## src/rgb_hsl_pkg.sv

```systemverilog
// Shared types and constants for the RGB to HSL converter.
package rgb_hsl_pkg;

   localparam int CHAN_W      = 8;
   localparam int HUE_W       = 15;
   localparam int HUE_ACC_W   = 24;
   localparam int SAT_ACC_W   = 17;
   localparam int DEN_W       = 9;
   localparam int SECT_W      = 11;
   localparam int DIV_STAGES  = 4;
   localparam int DIV_STEPS   = 4;
   localparam int HUE_Q_W     = 15;
   localparam int SAT_Q_W     = 8;

   localparam logic [HUE_W-1:0] HUE_FULL = 15'd23040;

   typedef struct packed {
      logic [CHAN_W-1:0] red;
      logic [CHAN_W-1:0] green;
      logic [CHAN_W-1:0] blue;
   } rgb_hsl_req_type;

   typedef struct packed {
      logic [HUE_W-1:0]  hue;
      logic [CHAN_W-1:0] saturation;
      logic [CHAN_W-1:0] lightness;
   } rgb_hsl_rsp_type;

   // Divider operands; accumulators hold {remainder, dividend bits / quotient bits}.
   typedef struct packed {
      logic [HUE_ACC_W-1:0] hue_acc;
      logic [DEN_W-1:0]     hue_den;
      logic [SAT_ACC_W-1:0] sat_acc;
      logic [DEN_W-1:0]     sat_den;
      logic [CHAN_W-1:0]    lightness;
      logic                 grey;
   } rgb_hsl_opnd_type;

endpackage

```

## src/rgb_hsl_prep.sv

```systemverilog
// Input register, channel extremes and divider operand generation (three stages).
module rgb_hsl_prep (
   input  logic                          clock,
   input  logic                          reset,
   input  logic                          in_valid,
   input  rgb_hsl_pkg::rgb_hsl_req_type  in_pixel,
   output logic                          out_valid,
   output rgb_hsl_pkg::rgb_hsl_opnd_type out_opnd
);
   import rgb_hsl_pkg::*;

   logic            a_valid_ff;
   rgb_hsl_req_type a_pix_ff;

   logic              b_valid_ff;
   logic [SECT_W-1:0] b_t_ff, b_t_in;
   logic [CHAN_W-1:0] b_d_ff, b_d_in;
   logic [8:0]        b_sum_ff, b_sum_in;

   logic              c_valid_ff;
   rgb_hsl_opnd_type  c_opnd_ff, c_opnd_in;

   logic [CHAN_W-1:0] mx, mn;
   logic [SECT_W-1:0] dx;

   // stage B: extremes, sector numerator over 3840
   always_comb begin
      mx = a_pix_ff.red;
      mn = a_pix_ff.red;
      if (a_pix_ff.green > mx) mx = a_pix_ff.green;
      if (a_pix_ff.blue  > mx) mx = a_pix_ff.blue;
      if (a_pix_ff.green < mn) mn = a_pix_ff.green;
      if (a_pix_ff.blue  < mn) mn = a_pix_ff.blue;
      b_sum_in = {1'b0, mx} + {1'b0, mn};
      b_d_in   = mx - mn;
      dx       = {3'b000, b_d_in};
      if (mx == a_pix_ff.red) begin
         if (a_pix_ff.green >= a_pix_ff.blue) begin
            b_t_in = {3'b000, 8'(a_pix_ff.green - a_pix_ff.blue)};
         end else begin
            b_t_in = (dx << 2) + (dx << 1) - {3'b000, 8'(a_pix_ff.blue - a_pix_ff.green)};
         end
      end else if (mx == a_pix_ff.green) begin
         if (a_pix_ff.blue >= a_pix_ff.red) begin
            b_t_in = (dx << 1) + {3'b000, 8'(a_pix_ff.blue - a_pix_ff.red)};
         end else begin
            b_t_in = (dx << 1) - {3'b000, 8'(a_pix_ff.red - a_pix_ff.blue)};
         end
      end else begin
         if (a_pix_ff.red >= a_pix_ff.green) begin
            b_t_in = (dx << 2) + {3'b000, 8'(a_pix_ff.red - a_pix_ff.green)};
         end else begin
            b_t_in = (dx << 2) - {3'b000, 8'(a_pix_ff.green - a_pix_ff.red)};
         end
      end
   end

   logic [HUE_ACC_W-1:0] tx;
   logic [SAT_ACC_W-1:0] dx17;
   logic [8:0]           den_w;
   logic [8:0]           sum_p1;

   // stage C: scaled dividends and divisors
   always_comb begin
      tx     = {13'd0, b_t_ff};
      dx17   = {9'd0, b_d_ff};
      den_w  = b_sum_ff[8] ? (9'd510 - b_sum_ff) : b_sum_ff;
      sum_p1 = b_sum_ff + 9'd1;
      c_opnd_in.hue_acc   = (tx << 13) - (tx << 9) + {16'd0, b_d_ff};
      c_opnd_in.hue_den   = {b_d_ff, 1'b0};
      c_opnd_in.sat_acc   = (dx17 << 9) - (dx17 << 1) + {9'd0, den_w[7:0]};
      c_opnd_in.sat_den   = {den_w[7:0], 1'b0};
      c_opnd_in.lightness = sum_p1[8:1];
      c_opnd_in.grey      = (b_d_ff == 8'd0);
   end

   always_ff @(posedge clock) begin
      if (reset) begin
         a_valid_ff <= 1'b0;
         b_valid_ff <= 1'b0;
         c_valid_ff <= 1'b0;
      end else begin
         a_valid_ff <= in_valid;
         b_valid_ff <= a_valid_ff;
         c_valid_ff <= b_valid_ff;
      end
   end

   always_ff @(posedge clock) begin
      a_pix_ff  <= in_pixel;
      b_t_ff    <= b_t_in;
      b_d_ff    <= b_d_in;
      b_sum_ff  <= b_sum_in;
      c_opnd_ff <= c_opnd_in;
   end

   assign out_valid = c_valid_ff;
   assign out_opnd  = c_opnd_ff;

endmodule

```

## src/rgb_hsl_divider.sv

```systemverilog
// Pipelined restoring divider for hue and saturation, four quotient bits per stage.
module rgb_hsl_divider (
   input  logic                          clock,
   input  logic                          reset,
   input  logic                          in_valid,
   input  rgb_hsl_pkg::rgb_hsl_opnd_type in_opnd,
   output logic                          out_valid,
   output rgb_hsl_pkg::rgb_hsl_opnd_type out_opnd
);
   import rgb_hsl_pkg::*;

   function automatic logic [HUE_ACC_W-1:0] hue_step(input logic [HUE_ACC_W-1:0] acc,
                                                     input logic [DEN_W-1:0] den);
      logic [DEN_W:0]   top;
      logic [DEN_W-1:0] rem;
      logic             q;
      top = acc[HUE_ACC_W-1:HUE_Q_W-1];
      if (top >= {1'b0, den}) begin
         rem = DEN_W'(top - {1'b0, den});
         q   = 1'b1;
      end else begin
         rem = top[DEN_W-1:0];
         q   = 1'b0;
      end
      return {rem, acc[HUE_Q_W-2:0], q};
   endfunction

   function automatic logic [SAT_ACC_W-1:0] sat_step(input logic [SAT_ACC_W-1:0] acc,
                                                     input logic [DEN_W-1:0] den);
      logic [DEN_W:0]   top;
      logic [DEN_W-1:0] rem;
      logic             q;
      top = acc[SAT_ACC_W-1:SAT_Q_W-1];
      if (top >= {1'b0, den}) begin
         rem = DEN_W'(top - {1'b0, den});
         q   = 1'b1;
      end else begin
         rem = top[DEN_W-1:0];
         q   = 1'b0;
      end
      return {rem, acc[SAT_Q_W-2:0], q};
   endfunction

   logic [DIV_STAGES-1:0] valid_ff;
   rgb_hsl_opnd_type      opnd_ff [DIV_STAGES];

   for (genvar s = 0; s < DIV_STAGES; s++) begin : g_stage
      rgb_hsl_opnd_type opnd_src;
      rgb_hsl_opnd_type opnd_in;
      logic             valid_src;

      if (s == 0) begin : g_first
         assign opnd_src  = in_opnd;
         assign valid_src = in_valid;
      end else begin : g_next
         assign opnd_src  = opnd_ff[s-1];
         assign valid_src = valid_ff[s-1];
      end

      always_comb begin
         opnd_in = opnd_src;
         for (int j = 0; j < DIV_STEPS; j++) begin
            if (s * DIV_STEPS + j < HUE_Q_W) begin
               opnd_in.hue_acc = hue_step(opnd_in.hue_acc, opnd_in.hue_den);
            end
            if (s * DIV_STEPS + j < SAT_Q_W) begin
               opnd_in.sat_acc = sat_step(opnd_in.sat_acc, opnd_in.sat_den);
            end
         end
      end

      always_ff @(posedge clock) begin
         if (reset) begin
            valid_ff[s] <= 1'b0;
         end else begin
            valid_ff[s] <= valid_src;
         end
      end

      always_ff @(posedge clock) begin
         opnd_ff[s] <= opnd_in;
      end
   end

   assign out_valid = valid_ff[DIV_STAGES-1];
   assign out_opnd  = opnd_ff[DIV_STAGES-1];

   a_hue_range: assert property (@(posedge clock) disable iff (reset)
      out_valid && !out_opnd.grey |-> out_opnd.hue_acc[HUE_Q_W-1:0] <= HUE_FULL)
      else $error("hue quotient beyond full turn");

   a_hue_rem: assert property (@(posedge clock) disable iff (reset)
      out_valid && !out_opnd.grey |-> out_opnd.hue_acc[HUE_ACC_W-1:HUE_Q_W] < out_opnd.hue_den)
      else $error("hue remainder not below divisor");

   a_sat_rem: assert property (@(posedge clock) disable iff (reset)
      out_valid && !out_opnd.grey |-> out_opnd.sat_acc[SAT_ACC_W-1:SAT_Q_W] < out_opnd.sat_den)
      else $error("saturation remainder not below divisor");

endmodule

```

## src/rgb_hsl_to_hsl_converter_placeholder.sv

```systemverilog
// Output stage: hue wrap, grey override and result register.
module rgb_hsl_out (
   input  logic                          clock,
   input  logic                          reset,
   input  logic                          in_valid,
   input  rgb_hsl_pkg::rgb_hsl_opnd_type in_opnd,
   output logic                          out_valid,
   output rgb_hsl_pkg::rgb_hsl_rsp_type  out_pixel
);
   import rgb_hsl_pkg::*;

   logic            valid_ff;
   rgb_hsl_rsp_type rsp_ff, rsp_in;
   logic [HUE_W-1:0] hue_q;

   always_comb begin
      hue_q = in_opnd.hue_acc[HUE_Q_W-1:0];
      if (hue_q >= HUE_FULL) begin
         hue_q = hue_q - HUE_FULL;
      end
      rsp_in.lightness = in_opnd.lightness;
      if (in_opnd.grey) begin
         rsp_in.hue        = '0;
         rsp_in.saturation = '0;
      end else begin
         rsp_in.hue        = hue_q;
         rsp_in.saturation = in_opnd.sat_acc[SAT_Q_W-1:0];
      end
   end

   always_ff @(posedge clock) begin
      if (reset) begin
         valid_ff <= 1'b0;
      end else begin
         valid_ff <= in_valid;
      end
   end

   always_ff @(posedge clock) begin
      rsp_ff <= rsp_in;
   end

   assign out_valid = valid_ff;
   assign out_pixel = rsp_ff;

endmodule

```

## src/rgb_to_hsl_converter.sv

```systemverilog
// Top level of the RGB to HSL converter.
//
// Usage:
//   A request is one pixel on req_rgb (red, green, blue, 8 bits each). It is
//   taken at a rising edge with start high and busy low. busy is low at all
//   times outside reset, so a pixel may be given in every cycle.
//   The result (hue in 1/64 degree, saturation and lightness 0..255) appears
//   on rsp_hsl with rsp_valid high for exactly one cycle, in request order.
//   Throughput is one pixel per cycle: three stages of operand preparation,
//   four stages of a restoring divider at four quotient bits per stage that
//   works hue and saturation side by side, and one output register.
//   The receiver cannot stall; results are never held back.
//   Reset is synchronous: it empties the pipeline, no result follows a request
//   still in flight, and busy is high while reset is asserted.
module rgb_to_hsl_converter (
   input  logic                         clock,
   input  logic                         reset,
   input  logic                         start,
   output logic                         busy,
   input  rgb_hsl_pkg::rgb_hsl_req_type req_rgb,
   output logic                         rsp_valid,
   output rgb_hsl_pkg::rgb_hsl_rsp_type rsp_hsl
);
   import rgb_hsl_pkg::*;

   logic             accept;
   logic             prep_valid, div_valid;
   rgb_hsl_opnd_type prep_opnd, div_opnd;

   assign busy   = reset;
   assign accept = start && !busy;

   rgb_hsl_prep u_prep (
      .clock     (clock),
      .reset     (reset),
      .in_valid  (accept),
      .in_pixel  (req_rgb),
      .out_valid (prep_valid),
      .out_opnd  (prep_opnd)
   );

   rgb_hsl_divider u_div (
      .clock     (clock),
      .reset     (reset),
      .in_valid  (prep_valid),
      .in_opnd   (prep_opnd),
      .out_valid (div_valid),
      .out_opnd  (div_opnd)
   );

   rgb_hsl_out u_out (
      .clock     (clock),
      .reset     (reset),
      .in_valid  (div_valid),
      .in_opnd   (div_opnd),
      .out_valid (rsp_valid),
      .out_pixel (rsp_hsl)
   );

   a_latency: assert property (@(posedge clock) disable iff (reset)
      rsp_valid |-> $past(accept, 8))
      else $error("result without matching request");

   a_hue_wrap: assert property (@(posedge clock) disable iff (reset)
      rsp_valid |-> rsp_hsl.hue < HUE_FULL)
      else $error("hue not wrapped");

   a_grey: assert property (@(posedge clock) disable iff (reset)
      rsp_valid && rsp_hsl.saturation == '0 |-> rsp_hsl.hue == '0)
      else $error("zero saturation with non-zero hue");

endmodule
```

## config.mk

```make
export PLATFORM = sky130hd
export DESIGN_NAME = rgb_to_hsl_converter
export DESIGN_NICKNAME = d
export VERILOG_FILES = /design/src/rgb_hsl_pkg.sv /design/src/rgb_hsl_prep.sv /design/src/rgb_hsl_divider.sv /design/src/rgb_hsl_to_hsl_converter_placeholder.sv /design/src/rgb_to_hsl_converter.sv
export SDC_FILE = /design/constraint.sdc
export NUM_CORES = 1
export LEC_CHECK = 0
export BUFFER_PORTS_ARGS = -buffer_cell sky130_fd_sc_hd__buf_2
export CAP_MARGIN = 30
export CORE_MARGIN = 3
export CORE_UTILIZATION = 50
export CTS_CLUSTER_DIAMETER = 80
export DETAILED_ROUTE_END_ITERATION = 8
export PLACE_DENSITY = 0.66
export RECOVER_POWER = 50
export SYNTH_ARGS = -nofsm -noshare
export SYNTH_HDL_FRONTEND = slang
export SYNTH_HIERARCHICAL = 1
export SYNTH_SLANG_ARGS = --single-unit
```

## constraint.sdc

```tcl
create_clock -name clock -period 19.75 [get_ports clock]
set_clock_uncertainty 0.15 [all_clocks]
set_input_delay 0.9875 -clock clock [delete_from_list [all_inputs] [get_ports clock]]
set_output_delay 0.9875 -clock clock [all_outputs]
set_load 0.01 [all_outputs]
```

# Word-level counts from Yosys, hierarchy flattened
# Memory sizes are Yosys's and may differ from the RTL's.
# Cells that the tools add are included.
# totals
n_memories,1
mem_bits_rw,272
input_bits,27
out_inout_bits,33
reg_bits,157
wordCells,161
# memory_table
memory,words,width,read_ports,rd_ports_with_merged_regs,wr,line,rtl
u_div.opnd_ff,4,68,4,0,4,rgb_hsl_divider.sv:45,rgb_hsl_opnd_type opnd_ff [DIV_STAGES];
# classes
reduce_logical,3
muxes,57
magnitude_cmp,31
n_eq_ne,2
n_addsub,44
# op_table
op,n
10-bit by 9-bit greater-or-equal comparator with 1-bit output,23
9-bit 2-to-1 mux,23
9-bit subtractor,23
8-bit subtractor,7
11-bit 2-to-1 mux,5
8-bit 2-to-1 mux,5
24-bit by 8-bit adder with 24-bit output,1
8-bit greater-or-equal comparator,3
24-bit by 20-bit subtractor with 24-bit output,1
1-bit 2-to-1 mux,23
17-bit by 8-bit adder with 17-bit output,1
17-bit by 9-bit subtractor with 17-bit output,1
8-bit == test,2
8-bit greater-than comparator,2
8-bit less-than comparator,2
15-bit greater-or-equal comparator (second input constant),1
15-bit 2-to-1 mux,1
15-bit subtractor (second input constant),1
10-bit by 8-bit adder with 11-bit output,1
10-bit by 9-bit adder with 11-bit output,1
10-bit by 8-bit subtractor with 11-bit output,1
11-bit by 8-bit subtractor with 11-bit output,1
9-bit by 8-bit adder with 10-bit output,1
9-bit by 8-bit subtractor with 10-bit output,1
6 further kinds,6

# Depth between registers and ports, before layout
# depth
word_depth,9
depth_mapped,40
depth_no_buf,37

# By module
# Netlist, hierarchy kept.
# modules_own_cells
module,cells_per_inst,seq_area_each_um2,area_each_um2,n_inst
rgb_hsl_divider,1695,5525.3,16189.3,1
rgb_hsl_prep,1072,2302.2,9235.1,1
rgb_hsl_out,89,640.6,1012.2,1
rgb_to_hsl_converter,2,0.0,21.3,1

# Worst setup path after synthesis
# Ideal clock, no wire load.
# synth_path
path_kind,register to register
startpoint,"register, netlist name u_prep/out_opnd[18]"
endpoint,memory u_div/opnd_ff[0][60] (netlist bit)
slack_ps,11360
path_stages_with_launch,37
synth_period_minus_slack_ps,8390
arrival_ps,8119
setup_time_ps,121
path_cell_list,dfxtp_1 buf_4 inv_1 fa_1 a211o_1 a2111oi_0 o31a_1 clkbuf_1 nor2_1 a21oi_1 fa_1 nor2b_1 o21ai_0 nand3_1 a31oi_1 and3_1 buf_2 mux2_2 ha_1 a21o_1 a21o_1 a211oi_1 a21boi_0 a2111oi_4 clkbuf_1 o21ai_0 fa_1 nand2_1 nand2_1 a21oi_1 nor2_1 nor2_1 nand2_1 o21ai_0 nand3b_1 buf_2 mux2_2
# synth_rtl
item,line
to (decl),rgb_hsl_divider.sv:45

==> impl_metrics.tcl <==
set metrics [dict create \
    crit_start "u_prep/out_opnd[18]" \
    hp-start "u_div/opnd_ff[2][53]" \
    cp-end-kind "flop" \
    fill_cells 4286 \
    r2r_end "u_div/opnd_ff[0][65]" \
    crit_end "u_div/opnd_ff[0][65]" \
    fp.dieW_um 228 \
    root_buffer "clkbuf_16" \
    area_growth_pct 8.76 \
    critical-path-top-delay-family "compound AO/OA/AOI/OAI gates" \
    start_kind "flop" \
    die_h_um 228 \
    crit_fanout 15 \
    die_area_um2 51800 \
    firstDrtPassIters 7 \
    post-dp-hpwl_um 46200 \
    setup_tns_ps 0 \
    dr_total_vias 19200 \
    core_area_um2 48100 \
    status "finished, final reports clean" \
    grt_pass1_wl_um 94600 \
    worstHoldPathCells 0 \
    grt_antenna_before_repair 0 \
    clkTransAtPathRegs_ps 60 \
    netlist_instances 2729 \
    drt_iter0_markers 1225 \
    fmax_mhz 97.5 \
    hold_buffers 0 \
    hold_path.class "reg2reg" \
    drive_above_1_share_pct 9.96 \
    grt_use_met2_pct 38.0 \
    fin_util_pct 55.5 \
    crit_type "reg2reg" \
    via_per_inst 5.57 \
    rrSetupSlack_ps 9490 \
    fp-row-count 80 \
    cts_tree "yes" \
    cp.arrival_ps 10520 \
    grt_pass1_vias 19100 \
    syn-cell-area_um2 24600 \
    reg2reg_from "u_prep/out_opnd[18]" \
    worstRegToRegCells 30 \
    cts_buffers 38 \
    worst_ep_required_time_ps 20020 \
    path_depth 30 \
    tightest_slew_ps 986 \
    use_met1_pct 29.8 \
    place_inst 3389 \
    place.gp.congestion 0.944 \
    grt_use_met3_pct 2.98 \
    fin_area_um2 26700 \
    cts_resized 0 \
    critical-path-max-stage-delay_ps 790 \
    maxCapViolCount 0 \
    critical-path-slowest-cell "a2111oi_4" \
    fin_cells 3456 \
    min_period_ps 10260 \
    rsz0062_at_grt "no" \
    syn_area_per_cell_um2 9.00 \
    finalSetupViolCount 0 \
    start_util_pct 51.0 \
    grt-ovfl-total 0 \
    ys_warn_count 6 \
    n_antenna_cell 0 \
    finalCritPeriodShare_pct 51.9 \
    wl_per_cell_um 17.0 \
    hold_viol_final 0 \
    cts_htree_levels 2 \
    antenna_left 0 \
    clk_path_buf_depth 3 \
    clkLatencyLatePin_ps 560 \
    gr-usage-all-layers_pct 22.4 \
    numPortBuffers 59 \
    ios 60 \
    grt_max_degree 28 \
    maxSlewHeadroom_pct 34.2 \
    routed_wl_um 58600 \
    drcViolationCount 0 \
    nNetsFinal 3169 \
    grt.busiest_layer "met2" \
    post_cts_buffers 0 \
    crit_buf_inv 1 \
    numClockSinks 351 \
    slew_viol_final 0 \
    dpl-instance-area_um2 25400 \
]
## layout make-up
| cell class | instances | area (µm²) | area share, % |
|---|---|---|---|
| clock inverters | 17 | 248 | 0.927 |
| well taps | 656 | 821 | 3.07 |
| multi-input cells | 2075 | 16300 | 61.1 |
| inverters | 243 | 912 | 3.41 |
| flip-flops and latches | 351 | 7030 | 26.3 |
| clock buffers | 50 | 1070 | 3.99 |
| repair buffers | 64 | 332 | 1.24 |
## worst reg2reg max path: cells and delay by family, from the launching register on
kind            cells  cell delay (ps)
compound gates     13             4410
simple gates        9             1520
fa+ha+maj           4             1720
buf+inv             1              340
mux                 3             1230
flops               1              750
## placed cells by master (no fill, tap or decap), drive strengths merged, types with 11 or more instances in the layout
master and instances:
o21a 43, a21o 73, or3 18, ha 330, nand2b 35, nor4 14
a31oi 21, clkbuf 51, nor2 191, o21bai 25, mux2i 47, o31ai 17
o21ai 155, a21oi 191, mux2 103, nand3 25, buf 63, inv 245
nand2 136, a21boi 11, or2 16, xnor2 159, dfxtp 351, xor2 77
nand4 46, nor2b 91, o211ai 16, fa 39, a211oi 26, nor3 38
## sequential cells by signal, indices dropped and copies added, names as in the netlist, 3 cells and up
name / count
u_prep/b_d_ff: 7
u_out/out_pixel: 31
u_prep/b_t_ff: 11
u_prep/a_pix_ff: 24
u_prep/out_opnd: 61
u_prep/b_sum_ff: 9
u_div/opnd_ff: 200
u_div/g_stage.valid_src: 3
## metal layers
layer | routed length [µm] | share of wire [%]
met3 | 2540 | 4.3
met1 | 27300 | 47
met2 | 27300 | 47
met5 | 0 | 0
met4 | 1440 | 2.5
## through the flow
step                      setup slack (ps)  hold WS (ps)
after floorplan                      11360           160
after global placement                9850           160
after detailed placement              9540           162
after CTS                             9520           146
after global routing                  8480           156
final                                 9490           152
## worst min-delay path by stage
stage / to / slack, ps
after detailed placement: u_div/opnd_ff[0][58] / 160
final: u_div/opnd_ff[3][56] / 150
after CTS: u_div/opnd_ff[2][56] / 150
after floorplan: u_div/opnd_ff[0][0] / 160
after global placement: u_div/opnd_ff[2][0] / 160
after global routing: u_div/opnd_ff[3][56] / 160
Power is not shown: default switching activity piles up to over one toggle a cycle in this logic, so the estimate is an artifact.
